--- config.mk ---
export PLATFORM = sky130hd
export DESIGN_NAME = fifo_with_remove_by_value_top
export DESIGN_NICKNAME = d
export VERILOG_FILES = /design/src/rtl/core/fwr_pkg.sv /design/src/rtl/core/fifo_with_remove_by_value_top.sv /design/src/rtl/core/fwr_cell.sv
export SDC_FILE = /design/constraint.sdc
export NUM_CORES = 1
export LEC_CHECK = 0
export ABC_AREA = 1
export BUFFER_PORTS_ARGS = -buffer_cell sky130_fd_sc_hd__buf_2
export CAP_MARGIN = 20
export CORE_UTILIZATION = 35
export CTS_CLUSTER_DIAMETER = 200
export DETAILED_ROUTE_END_ITERATION = 8
export GPL_TIMING_DRIVEN = 0
export PLACE_DENSITY = 0.58
export SLEW_MARGIN = 10
export SYNTH_ARGS = -nofsm -noshare
export SYNTH_HDL_FRONTEND = slang
export SYNTH_HIERARCHICAL = 1
export SYNTH_SLANG_ARGS = --single-unit
--- constraint.sdc ---
create_clock -name i_clk -period 10.7 [get_ports i_clk]
set_input_delay 3.21 -clock i_clk [delete_from_list [all_inputs] [get_ports i_clk]]
set_output_delay 3.21 -clock i_clk [all_outputs]
set_load 0.005 [all_outputs]
--- src/rtl/core/fwr_pkg.sv ---
// fwr_pkg: shared types, codes and sizes for the fifo with remove-by-value
// no dependencies; imported by fwr_cell and fifo_with_remove_by_value_top
`timescale 1ns / 1ps

package fwr_pkg;

    localparam int QUEUE_DEPTH = 16;
    localparam int CNT_W       = $clog2(QUEUE_DEPTH + 1);
    localparam int VAL_W       = 32;

    // action codes
    localparam logic [1:0] ACT_ENQUEUE = 2'd0;
    localparam logic [1:0] ACT_DEQUEUE = 2'd1;
    localparam logic [1:0] ACT_REMOVE  = 2'd2;
    localparam logic [1:0] ACT_PEEK    = 2'd3;

    // status codes
    localparam logic [1:0] ST_OK        = 2'd0;
    localparam logic [1:0] ST_EMPTY     = 2'd1;
    localparam logic [1:0] ST_FULL      = 2'd2;
    localparam logic [1:0] ST_NOT_FOUND = 2'd3;

    typedef struct packed {
        logic        [1:0]       action;
        logic signed [VAL_W-1:0] value;
    } t_item;

    typedef struct packed {
        logic signed [VAL_W-1:0] data;
        logic        [1:0]       status;
        logic        [CNT_W-1:0] count;
        logic                    is_empty;
    } t_res;

    // control shared by every cell of the chain
    typedef struct packed {
        logic                    go;
        logic                    cmp_en;
        logic signed [VAL_W-1:0] key;
    } t_cell_ctl;

endpackage

--- src/rtl/core/fifo_with_remove_by_value_top.sv ---
// fifo_with_remove_by_value_top: bounded fifo with remove-by-value, chain of fwr_cell
// the result is registered at each input transfer; throughput one action per cycle while i_ready drains the output
// every action (enqueue, dequeue, remove, peek) completes in the cycle it is accepted
// reset: synchronous active-low i_rst_n clears the count and the result valid; slots are not cleared
// depends on fwr_pkg and fwr_cell
`timescale 1ns / 1ps

module fifo_with_remove_by_value_top (
    input  logic           i_clk,
    input  logic           i_rst_n,
    input  logic           i_valid,
    output logic           o_ready,
    input  fwr_pkg::t_item i_item,
    output logic           o_valid,
    input  logic           i_ready,
    output fwr_pkg::t_res  o_res
);
    import fwr_pkg::*;

    // state: entry count and the registered result
    logic [CNT_W-1:0] r_count, n_count;
    logic             r_out_valid;
    t_res             r_res, n_res;

    // chain wiring
    logic                    w_hit  [QUEUE_DEPTH+1];
    logic signed [VAL_W-1:0] w_val  [QUEUE_DEPTH];
    logic                    w_live [QUEUE_DEPTH];
    logic                    w_load [QUEUE_DEPTH];
    t_cell_ctl               w_ctl;

    logic w_fire;
    logic w_empty;
    logic w_full;
    logic w_found;

    // a new transfer is taken whenever the result register is free or being drained
    assign o_ready = !r_out_valid || i_ready;
    assign w_fire  = i_valid && o_ready;
    assign w_empty = (r_count == '0);
    assign w_full  = (r_count == CNT_W'(QUEUE_DEPTH));

    // control broadcast to all cells
    assign w_ctl.go     = w_fire;
    assign w_ctl.cmp_en = (i_item.action == ACT_REMOVE);
    assign w_ctl.key    = i_item.value;

    // dequeue shifts the whole chain; remove starts the shift at the first match
    assign w_hit[0] = (i_item.action == ACT_DEQUEUE) && !w_empty;
    assign w_found  = w_hit[QUEUE_DEPTH];

    genvar g;
    generate
        for (g = 0; g < QUEUE_DEPTH; g++) begin : g_cell
            // slot is occupied when its position is below the count
            assign w_live[g] = (CNT_W'(g) < r_count);
            // enqueue writes the first free slot
            assign w_load[g] = (i_item.action == ACT_ENQUEUE) && (r_count == CNT_W'(g));

            fwr_cell u_cell (
                .i_clk      (i_clk),
                .i_ctl      (w_ctl),
                .i_live     (w_live[g]),
                .i_load     (w_load[g]),
                .i_load_val (i_item.value),
                .i_next_val (w_val[(g + 1 < QUEUE_DEPTH) ? g + 1 : g]),
                .i_hit      (w_hit[g]),
                .o_hit      (w_hit[g+1]),
                .o_val      (w_val[g])
            );
        end
    endgenerate

    // next count and result for the current action
    always_comb begin
        n_count     = r_count;
        n_res       = '0;
        unique case (i_item.action)
            ACT_ENQUEUE: begin
                if (w_full) begin
                    n_res.status = ST_FULL;
                end else begin
                    n_count = r_count + CNT_W'(1);
                end
            end
            ACT_DEQUEUE: begin
                if (w_empty) begin
                    n_res.status = ST_EMPTY;
                end else begin
                    n_res.data = w_val[0];
                    n_count    = r_count - CNT_W'(1);
                end
            end
            ACT_REMOVE: begin
                if (w_found) begin
                    n_count = r_count - CNT_W'(1);
                end else begin
                    n_res.status = ST_NOT_FOUND;
                end
            end
            ACT_PEEK: begin
                if (w_empty) begin
                    n_res.status = ST_EMPTY;
                end else begin
                    n_res.data = w_val[0];
                end
            end
            default: begin
                n_res.status = ST_OK;
            end
        endcase
        n_res.count    = n_count;
        n_res.is_empty = (n_count == '0);
    end

    // count and output valid are control state
    always_ff @(posedge i_clk) begin
        if (!i_rst_n) begin
            r_count     <= '0;
            r_out_valid <= 1'b0;
        end else begin
            if (w_fire) begin
                r_count     <= n_count;
                r_out_valid <= 1'b1;
            end else if (i_ready) begin
                r_out_valid <= 1'b0;
            end
        end
    end

    // result payload, loaded on each input transfer
    always_ff @(posedge i_clk) begin
        if (w_fire) begin
            r_res <= n_res;
        end
    end

    assign o_valid = r_out_valid;
    assign o_res   = r_res;

`ifndef SYNTH
    // count never runs past the depth
    a_count_bound: assert property (@(posedge i_clk) disable iff (!i_rst_n)
        r_count <= CNT_W'(QUEUE_DEPTH))
        else $error("entry count above depth");

    // a successful enqueue adds exactly one entry
    a_enq_count: assert property (@(posedge i_clk) disable iff (!i_rst_n)
        (w_fire && (i_item.action == ACT_ENQUEUE) && !w_full)
        |=> (r_count == $past(r_count) + CNT_W'(1)))
        else $error("enqueue did not advance count");

    // a dequeue returns the old head and the next slot moves to the head
    a_deq_head: assert property (@(posedge i_clk) disable iff (!i_rst_n)
        (w_fire && (i_item.action == ACT_DEQUEUE) && !w_empty && (r_count > CNT_W'(1)))
        |=> ((r_res.data == $past(w_val[0])) && (w_val[0] == $past(w_val[1]))))
        else $error("dequeue head mismatch");

    // empty flag agrees with reported count
    a_empty_flag: assert property (@(posedge i_clk) disable iff (!i_rst_n)
        r_out_valid |-> (r_res.is_empty == (r_res.count == '0)))
        else $error("empty flag disagrees with count");
`endif

endmodule

--- src/rtl/core/fwr_cell.sv ---
// fwr_cell: one storage slot of the queue chain with its own compare
// depends on fwr_pkg
`timescale 1ns / 1ps

module fwr_cell (
    input  logic                          i_clk,
    input  fwr_pkg::t_cell_ctl            i_ctl,
    input  logic                          i_live,
    input  logic                          i_load,
    input  logic signed [fwr_pkg::VAL_W-1:0] i_load_val,
    input  logic signed [fwr_pkg::VAL_W-1:0] i_next_val,
    input  logic                          i_hit,
    output logic                          o_hit,
    output logic signed [fwr_pkg::VAL_W-1:0] o_val
);
    import fwr_pkg::*;

    logic signed [VAL_W-1:0] r_val;
    logic                    w_match;

    // first match or anything after it closes up toward the head
    assign w_match = i_ctl.cmp_en && i_live && (r_val == i_ctl.key);
    assign o_hit   = i_hit || w_match;
    assign o_val   = r_val;

    always_ff @(posedge i_clk) begin
        if (i_ctl.go) begin
            if (i_load) begin
                r_val <= i_load_val;
            end else if (o_hit) begin
                r_val <= i_next_val;
            end
        end
    end

endmodule
Word level (Yosys, flattened, before mapping)
Cells that the tools add are included.
{"block": "word_totals", "inputBits": 38, "ff_bits": 558, "output_inout_bits": 42}
{"block": "op_classes", "order_cmp": 16, "eq_ne": 35, "bitwise": 1, "n_mux": 40, "addsub": 2, "reduce_logical": 106}
{"op": "$mux W32", "n": 30}
{"op": "$eq A32 B32 Y1", "n": 16}
{"op": "$logic_and A1 B1 Y1", "n": 50}
{"op": "$eq A5 B4 Y1 const B", "n": 8}
{"op": "$lt A4 B5 Y1 const A", "n": 8}
{"op": "$reduce_and A2 Y1", "n": 16}
{"op": "$reduce_bool A2 Y1", "n": 16}
{"op": "$eq A5 B3 Y1 const B", "n": 4}
{"op": "$lt A3 B5 Y1 const A", "n": 4}
{"op": "$logic_or A1 B1 Y1", "n": 17}
{"op": "$mux W5", "n": 3}
{"op": "$pmux W5 S3", "n": 1}
{"op": "$eq A5 B2 Y1 const B", "n": 2}
{"op": "$logic_not A5 Y1", "n": 2}
{"op": "$lt A1 B5 Y1 const A", "n": 2}
{"op": "$lt A2 B5 Y1 const A", "n": 2}
{"op": "$pmux W2 S3", "n": 1}
{"op": "$add A5 B1 Y5 const B", "n": 1}
{"op": "$eq A5 B1 Y1 const B", "n": 1}
{"op": "$eq A5 B5 Y1 const B", "n": 1}
{"op": "$sub A5 B1 Y5 const B", "n": 1}
{"op": "$eq A2 B2 Y1 const B", "n": 2}
{"op": "$mux W2", "n": 2}
{"op": "$reduce_or A2 Y1", "n": 2}
{"op": "other kinds (5)", "n": 8}

Depth between registers and ports, before layout
Gate-level depths: netlist of run 1.
{"block": "depth", "ltp_word": 22, "ltp_mapped": 51}

Modules after synthesis
The synthesis of run 1 kept the hierarchy.
{"module": "fwr_cell", "n_inst": 16, "cells_each": 269, "area_each_um2": 1961.9}
{"module": "fifo_with_remove_by_value_top", "n_inst": 1, "cells_each": 276, "area_each_um2": 2419.8}

Worst setup path before layout of run 1
No wires, ideal clock.
{"block": "synth_path", "path_type": "input -> register", "start": "in i_item[32] (netlist name)", "end": "reg g_cell[15].u_cell.r_val[0] (enable)", "path_buffers": 1, "slack_ns": 3.712, "t_required_ns": 10.313, "arrival_time_ns": 6.602, "path_stages": 42, "cell_sequence": "buf_4 -> nor2_4 -> inv_2 -> nor2_1 -> nand2_1 -> nor2_1 -> nand2_1 -> nor2_2 -> nand2_2 -> nand2_1 -> inv_1 -> nand2_1 -> inv_1 -> nand2_1 -> inv_1 -> nand2_1 -> inv_1 -> nand2_1 -> [... 6 more ...] -> inv_1 -> nand2_1 -> inv_1 -> nand2_1 -> inv_1 -> nand2_1 -> inv_1 -> nand2_1 -> inv_1 -> nand2_1 -> inv_1 -> nand2_1 -> inv_1 -> nand2_1 -> inv_1 -> nand3_2 -> nand2_1 -> inv_1"}
{"element": "start, declared", "line_no": "fifo_with_remove_by_value_top.sv:13", "source": "input fwr_pkg::t_item i_item,"}
{"element": "end signal, assigned", "line_no": "fwr_cell.sv:29", "source": "r_val <= i_load_val;"}
{"element": "end signal, assigned", "line_no": "fwr_cell.sv:31", "source": "r_val <= i_next_val;"}
{"element": "end, declared", "line_no": "fwr_cell.sv:18", "source": "logic signed [VAL_W-1:0] r_val;"}

==> impl_metrics.json, run 1 <==
{
  "core_area_um2": 95300,
  "cpMostUsedCell": "nand2_1",
  "clock_sinks": 558,
  "yosysUniqueCellTypes": 31,
  "routed_via_density": 4.50,
  "drtIter0Drc": 1707,
  "final_cell_mix": "2390 x nand2_1, 651 x inv_1, 552 x edfxtp_1",
  "timing.hold.ws_ps": 507,
  "p_leak_nw": 18.7,
  "synth_fp_nets": 4623,
  "postCtsResizedCells": 0,
  "final_nets": 4801,
  "layout_min_cycle_time_ps": 7730,
  "tritoncts.num_buffers": 68,
  "skew_ps": 26.1,
  "postCtsHoldBufs": 0,
  "drc": 0,
  "die_area_um2": 97800,
  "fmax_mhz": 129,
  "routed_wl_mm": 89.9,
  "synth_largest_area_cell": "edfxtp_1",
  "gp_congestion": 0.830,
  "grt_pass1_vias": 26400,
  "rsz0062_at_grt": "no",
  "crit_path_end_kind": "flop",
  "synth_area_leaders": "edfxtp_1 49%, nand2_1 27%, inv_1 7.2%, xnor2_1 3.7%, nor2_1 3.3%",
  "final_common_cell": "nand2_1",
  "cp.required_ps": 11060,
  "slew_headroom": 0.222,
  "yosysSeqAreaShare": 0.494,
  "place_hpwl_mm": 63.7,
  "avgSynthCellArea_um2": 7.38,
  "clock_latency_ps": 620,
  "dr.pass1.iters": 5,
  "cts_buffer_depth": 3,
  "num_vias": 27400,
  "syn-cell-area_um2": 33800,
  "synth_seq_cells": 558,
  "tritoncts": "done",
  "clkTransAtPathRegs_ps": 50,
  "wl_per_cell_um": 14.8,
  "start_util": 0.355,
  "ir_worst_vdd_v": 0.0000898,
  "cts_root_buf": "clkbuf_16",
  "antenna_left": 0,
  "yosys_warnings": 6,
  "cp-start-kind": "input port",
  "io_buffers": 78,
  "grt_pass1_wl_mm": 142,
  "cp_slowest_stage_delay_ps": 720,
  "worst_slew_pin_slew_ps": 1170,
  "cts_max_level": 3,
  "cpMaxStageDelayCell": "buf_2",
  "arrival_ps": 8090,
  "cts_setup_buffers": 0,
  "die_x_um": 313,
  "slew_viol_final": 0,
  "critical_path_class": "input port to flop",
  "grt.overflow.total": 0,
  "final_hold_viol_count": 0,
  "die_h_um": 313,
  "power_density_nw_per_um2": 138,
  "holdCritPathClass": "flop to flop",
  "synth_cells": 4580,
  "drive_above_1_share": 0.0838,
  "period_share": 0.723,
  "top_level_ports": 80,
  "antenna_found_initial": 2,
  "crit_path_max_fanout": 48,
  "area_growth_pct": 14.2,
  "grt_util_all_layers": 0.184,
  "synth_top_area_share": 0.490,
  "rows": 113,
  "status": "complete, no violations",
  "tns_ps": 0,
  "setup_viol": 0,
  "drv_cap": 0,
  "grt_start_max_net_pins": 57
}
[cell usage after synthesis]
cell	n
clkbuf_1	80
inv_1	652
ha_1	5
dfxtp_1	6
o211ai_2	1
buf_2	19
edfxtp_1	552
nand4_1	81
a31oi_1	1
buf_4	2
nand2_1	2390
o21ai_0	11
or2_0	16
nor2_2	65
inv_2	36
buf_6	17
nand3b_4	1
nand2_4	4
nor2_4	4
or2_1	16
a21oi_1	8
nand3_1	48
xnor2_1	144
o21ai_1	3
nand2_2	37
xor2_1	33
o2bb2ai_1	16
nand3_2	17
nor2_1	295
a21oi_2	1
nor3_1	19
[where the power goes]
group / total [mW] / internal, mW / switching (mW)
Sequential: 2.55 / 2.50 / 0.0553
Combinational: 0.589 / 0.195 / 0.394
Clock: 2.20 / 1.29 / 0.911
Total: 5.34 / 3.98 / 1.36
[critical path: cells and delay by family]
kind	cells	cell delay, ps
simple gates	28	2310
compound gates	1	220
buf+inv	18	2230
[registers in the layout (all words and copies together) (netlist names)]
register	flops
g_cell.u_cell/o_val	512
o_res	40
o_valid	1
r_count	5
[path summary, 6_finish.rpt]
kind              startpoint        to  slack [ps]  cells past startpoint
hold / removal       o_valid   o_valid         510                      2
setup reg to reg  r_count[0]  o_res[0]        5340                     46
hold reg to reg      o_valid   o_valid         510                      2
setup / recovery  i_item[30]  o_res[0]        2970                     47
[per-stage QoR]
step | cells | util | worst slack, ps | cell area, µm² | power, mW
floorplan | 4580 | - | 3710 | 33800 | 2.92
global placement | 5923 | 0.376 | 1740 | 35800 | 3.15
detailed placement | 5946 | 0.382 | 2320 | 36400 | 3.19
CTS | 6067 | 0.404 | 2960 | 38500 | 5.40
global route | 6075 | 0.405 | 2440 | 38600 | 5.56
finish | 6075 | 0.405 | 2970 | 38600 | 5.34
[cells by family (layout without fill, tap and decap cells)]
group	count (synthesis)	after routing	share of synthesized area
simple gates	2993	2993	0.356
buf+inv	806	1035	0.0942
flops	558	558	0.494
xor+xnor	177	177	0.0459
compound gates	41	41	0.00822
fa+ha+maj	5	5	0.00185
other cells	0	1	0
[layout make-up]
cell class | count | area (µm²)
diodes | 1 | 2.50
plain buffers | 118 | 602
clock buffers | 91 | 1850
clock inverters | 30 | 241
fillers | 9676 | 56700
inverters | 688 | 2580
multi-input cells | 3216 | 13900
flip-flops and latches | 558 | 16700
well taps | 1265 | 1580
repair buffers | 108 | 1120
[metal layers]
| metal | track usage | share of wire | vias up | routed length [µm] |
|---|---|---|---|---|
| met5 | 0 | 0 | - | 0 |
| met4 | 0.0650 | 0.031 | 0 | 2750 |
| met3 | 0.0248 | 0.036 | 157 | 3260 |
| met2 | 0.330 | 0.50 | 416 | 44800 |
| met1 | 0.226 | 0.43 | 12500 | 39100 |
| li1 | - | - | 14300 | - |
Power figures use the tool's default switching activity.
==> run 2, diff against run 1 <==
--- a/config.mk
+++ b/config.mk
@@ -5,14 +5,14 @@
 export SDC_FILE = /design/constraint.sdc
 export NUM_CORES = 1
 export LEC_CHECK = 0
-export ABC_AREA = 1
+export ABC_AREA = 0
 export BUFFER_PORTS_ARGS = -buffer_cell sky130_fd_sc_hd__buf_2
 export CAP_MARGIN = 20
 export CORE_UTILIZATION = 35
 export CTS_CLUSTER_DIAMETER = 200
 export DETAILED_ROUTE_END_ITERATION = 8
 export GPL_TIMING_DRIVEN = 0
-export PLACE_DENSITY = 0.58
+export PLACE_DENSITY = 0.6
 export SLEW_MARGIN = 10
 export SYNTH_ARGS = -nofsm -noshare
 export SYNTH_HDL_FRONTEND = slang
==> constraint.sdc (replaced) <==
create_clock -name i_clk -period 6.85 [get_ports i_clk]
set_input_delay 2.055 -clock i_clk [delete_from_list [all_inputs] [get_ports i_clk]]
set_output_delay 2.055 -clock i_clk [all_outputs]
set_load 0.005 [all_outputs]
==> impl_metrics.json, run 2 <==
{
  "routed_wl_mm": 84.9,
  "cp.required_ps": 7340,
  "setup_viol": 11,
  "timing.hold.ws_ps": 515,
  "violations": "setup timing",
  "synthTopCellsByCount": "552 x edfxtp_1, 512 x mux2_2, 338 x xnor2_1",
  "holdCritPathClass": "flop to flop",
  "crit_path_max_fanout": 7,
  "yosys.area_share.simple": 0.0673,
  "setup_ws_ps": -295,
  "grt.overflow.total": 0,
  "switching_share": 0.241,
  "grt_util_all_layers": 0.176,
  "clock_latency_ps": 630,
  "skew_ps": 26.4,
  "place_hpwl_mm": 50.1,
  "syn-cell-area_um2": 29800,
  "dr.pass1.iters": 5,
  "yosysUniqueCellTypes": 52,
  "antenna_found_initial": 3,
  "cts_max_level": 2,
  "drv_cap": 0,
  "crit_path_end_kind": "flop",
  "area_growth_pct": 20.8,
  "yosysMostFrequentCell": "edfxtp_1",
  "fmax_mhz": 140,
  "synth_top_family_by_area": "multiplexers",
  "final_hold_viol_count": 0,
  "top_level_ports": 80,
  "die_area_um2": 86200,
  "antennaDiodeCount": 0,
  "p_leak_nw": 11.7,
  "synth_area_leaders": "edfxtp_1 56%, mux2_2 19%, xnor2_1 9.9%, xor2_1 5.2%, nand4_1 1.7%",
  "largest_register_ffs": 512,
  "power_frac_clock": 0.374,
  "grt_pass1_vias": 18700,
  "p_switching_mw": 1.90,
  "rsz0062_at_grt": "yes",
  "synth.area.mux_share": 0.194,
  "async_flop_share": 0,
  "final_cell_mix": "552 x edfxtp_1, 512 x mux2_2, 328 x xnor2_1",
  "antenna_left": 0,
  "synth_ff_type": "edfxtp_1",
  "grt_start_max_net_pins": 45,
  "synth_fp_nets": 2088,
  "tritoncts.num_buffers": 57,
  "nFillCells": 7552,
  "layout_min_cycle_time_ps": 7140,
  "die_x_um": 294,
  "yosys_warnings": 6,
  "postCtsHoldBufs": 0,
  "yosysSeqAreaShare": 0.561,
  "dp_slack_ps": -1730,
  "core_area_um2": 84000,
  "worst_slew_pin_slew_ps": 894,
  "tritoncts": "done",
  "synth_top_area_share": 0.557,
  "synth_largest_area_cell": "edfxtp_1",
  "routed_via_density": 5.15,
  "start_util": 0.354,
  "synth_fa_ha_area_frac": 0.00210,
  "drtIter0Drc": 1047,
  "drive_above_1_share": 0.387,
  "io_buffers": 79,
  "power_density_nw_per_um2": 219,
  "critical_path_class": "input port to flop",
  "slew_viol_final": 0,
  "arrival_ps": 7640,
  "cp-start-kind": "input port",
  "slew_headroom": 0.404,
  "clock_sinks": 558,
  "final_nets": 2404,
  "synth_cells": 2045,
  "period_share": 1.04,
  "synth_xor_area_frac": 0.152,
  "synth_compound_area_frac": 0.0116,
  "rows": 106,
  "ir_worst_vdd_v": 0.000192,
  "wl_per_cell_um": 24.0,
  "seqPwrFrac": 0.505,
  "drc": 0,
  "p_int_mw": 5.97,
  "clkTransAtPathRegs_ps": 60,
  "synth_seq_cells": 558,
  "num_vias": 18200,
  "grt_pass1_wl_mm": 115,
  "die_h_um": 294,
  "cts_buffer_depth": 3,
  "p_comb_frac": 0.121,
  "final_common_cell": "edfxtp_1",
  "synth-edff-count": 552,
  "cts_root_buf": "clkbuf_16",
  "avgSynthCellArea_um2": 14.6,
  "gp_congestion": 0.805,
  "status": "complete, but fails checks"
}
-- run 2: changes by cell type in the layout (fill, tap and decap cells not counted), sizes merged, moves of 16 or more --
| cell | before | now |
|---|---|---|
| xnor2 | 144 | 338 |
| inv | 692 | 11 |
| o31a | 0 | 16 |
| nand3 | 65 | 36 |
| nor4 | 0 | 49 |
| and2 | 0 | 36 |
| mux2 | 0 | 512 |
| o2bb2ai | 16 | 0 |
| or4 | 0 | 17 |
| buf | 146 | 239 |
| xor2 | 33 | 177 |
| nor2 | 364 | 22 |
| nand2 | 2431 | 16 |
-- run 2: cell type report --
cell class,instances,area [µm²],share of cell area
inverter,10,45.0,0.00125
buffer,77,354,0.00985
sequential,558,16700,0.465
clock inverter,33,224,0.00623
timing repair buffer,257,2770,0.0769
multi-input combinational,1400,12900,0.360
tap,1134,1420,0.0395
clock buffer,69,1490,0.0415
-- run 2: logic make-up (layout without fill, tap and decap cells) --
logic type / Yosys count / count (layout)
adder cells (fa/ha/maj): 5 / 5
AO/OA/AOI/OAI: 46 / 46
AND/OR/NAND/NOR: 321 / 321
multiplexers: 513 / 513
buffers and inverters: 87 / 446
flip-flops: 558 / 558
XOR/XNOR: 515 / 515
-- run 2: final timing paths --
check | from | endpoint | slack [ps] | cells past startpoint
max | i_item[12] | o_res[0] | -290 | 26
min | o_valid | o_valid | 510 | 2
max reg2reg | r_count[0] | o_res[0] | -20 | 26
min reg2reg | o_valid | o_valid | 510 | 2
-- run 2: worst max-delay path: stages --
cell and delay (ps):
buf_16 130, xnor2_2 150, nand4_1 140, or4_4 150
nor4_2 40, or2_1 220, or2_1 260, or2_4 260
or2_4 250, or2_4 240, or2_4 250, or2_4 240
or2_4 240, or2_4 240, or2_1 240, or2_1 260
or2_1 260, or2_4 260, or2_4 260, or2_1 260
or2_4 290, nand3b_1 140, o21a_2 200, o2111ai_2 130
and2b_1 200, and4b_1 240
-- run 2: per-stage QoR --
step                      power, mW  area (µm²)  instances   util  setup TNS, ps
after detailed placement       4.78       31700       3259  0.377        -155080
after floorplan                4.47       29800       2045      -         -0.323
after global placement         4.76       31600       3258  0.377        -251610
after global routing           8.11       35900       3538  0.428          -3340
after CTS                      7.79       34300       3381  0.408          -1360
final                          7.86       35900       3538  0.428          -1890
-- run 2: layer usage --
layer	vias up	GRT usage	routed length, µm
li1	8313	-	-
met1	9443	0.213	35600
met2	360	0.328	45100
met3	117	0.0181	2450
met4	0	0.0461	1780
met5	-	0	0
-- run 2: timing repair --
| item | 4_1_cts | 5_1_grt |
|---|---|---|
| buffers inserted | 14 | 143 |
| gates cloned | 6 | 14 |
| pin swaps | 10 | 15 |
| resized for setup | 143 | 43 |
| endpoints found under the setup margin | 109 | 43 |
-- run 2: power by group through the flow --
stage / sequential [mW] / combinational, mW / clock (mW)
global route: 3.98 / 1.01 / 3.12
detailed placement: 4.04 / 0.736 / 0
floorplan: 4.02 / 0.455 / 0
CTS: 3.97 / 0.822 / 3.00
finish: 3.97 / 0.950 / 2.94
global placement: 4.04 / 0.717 / 0
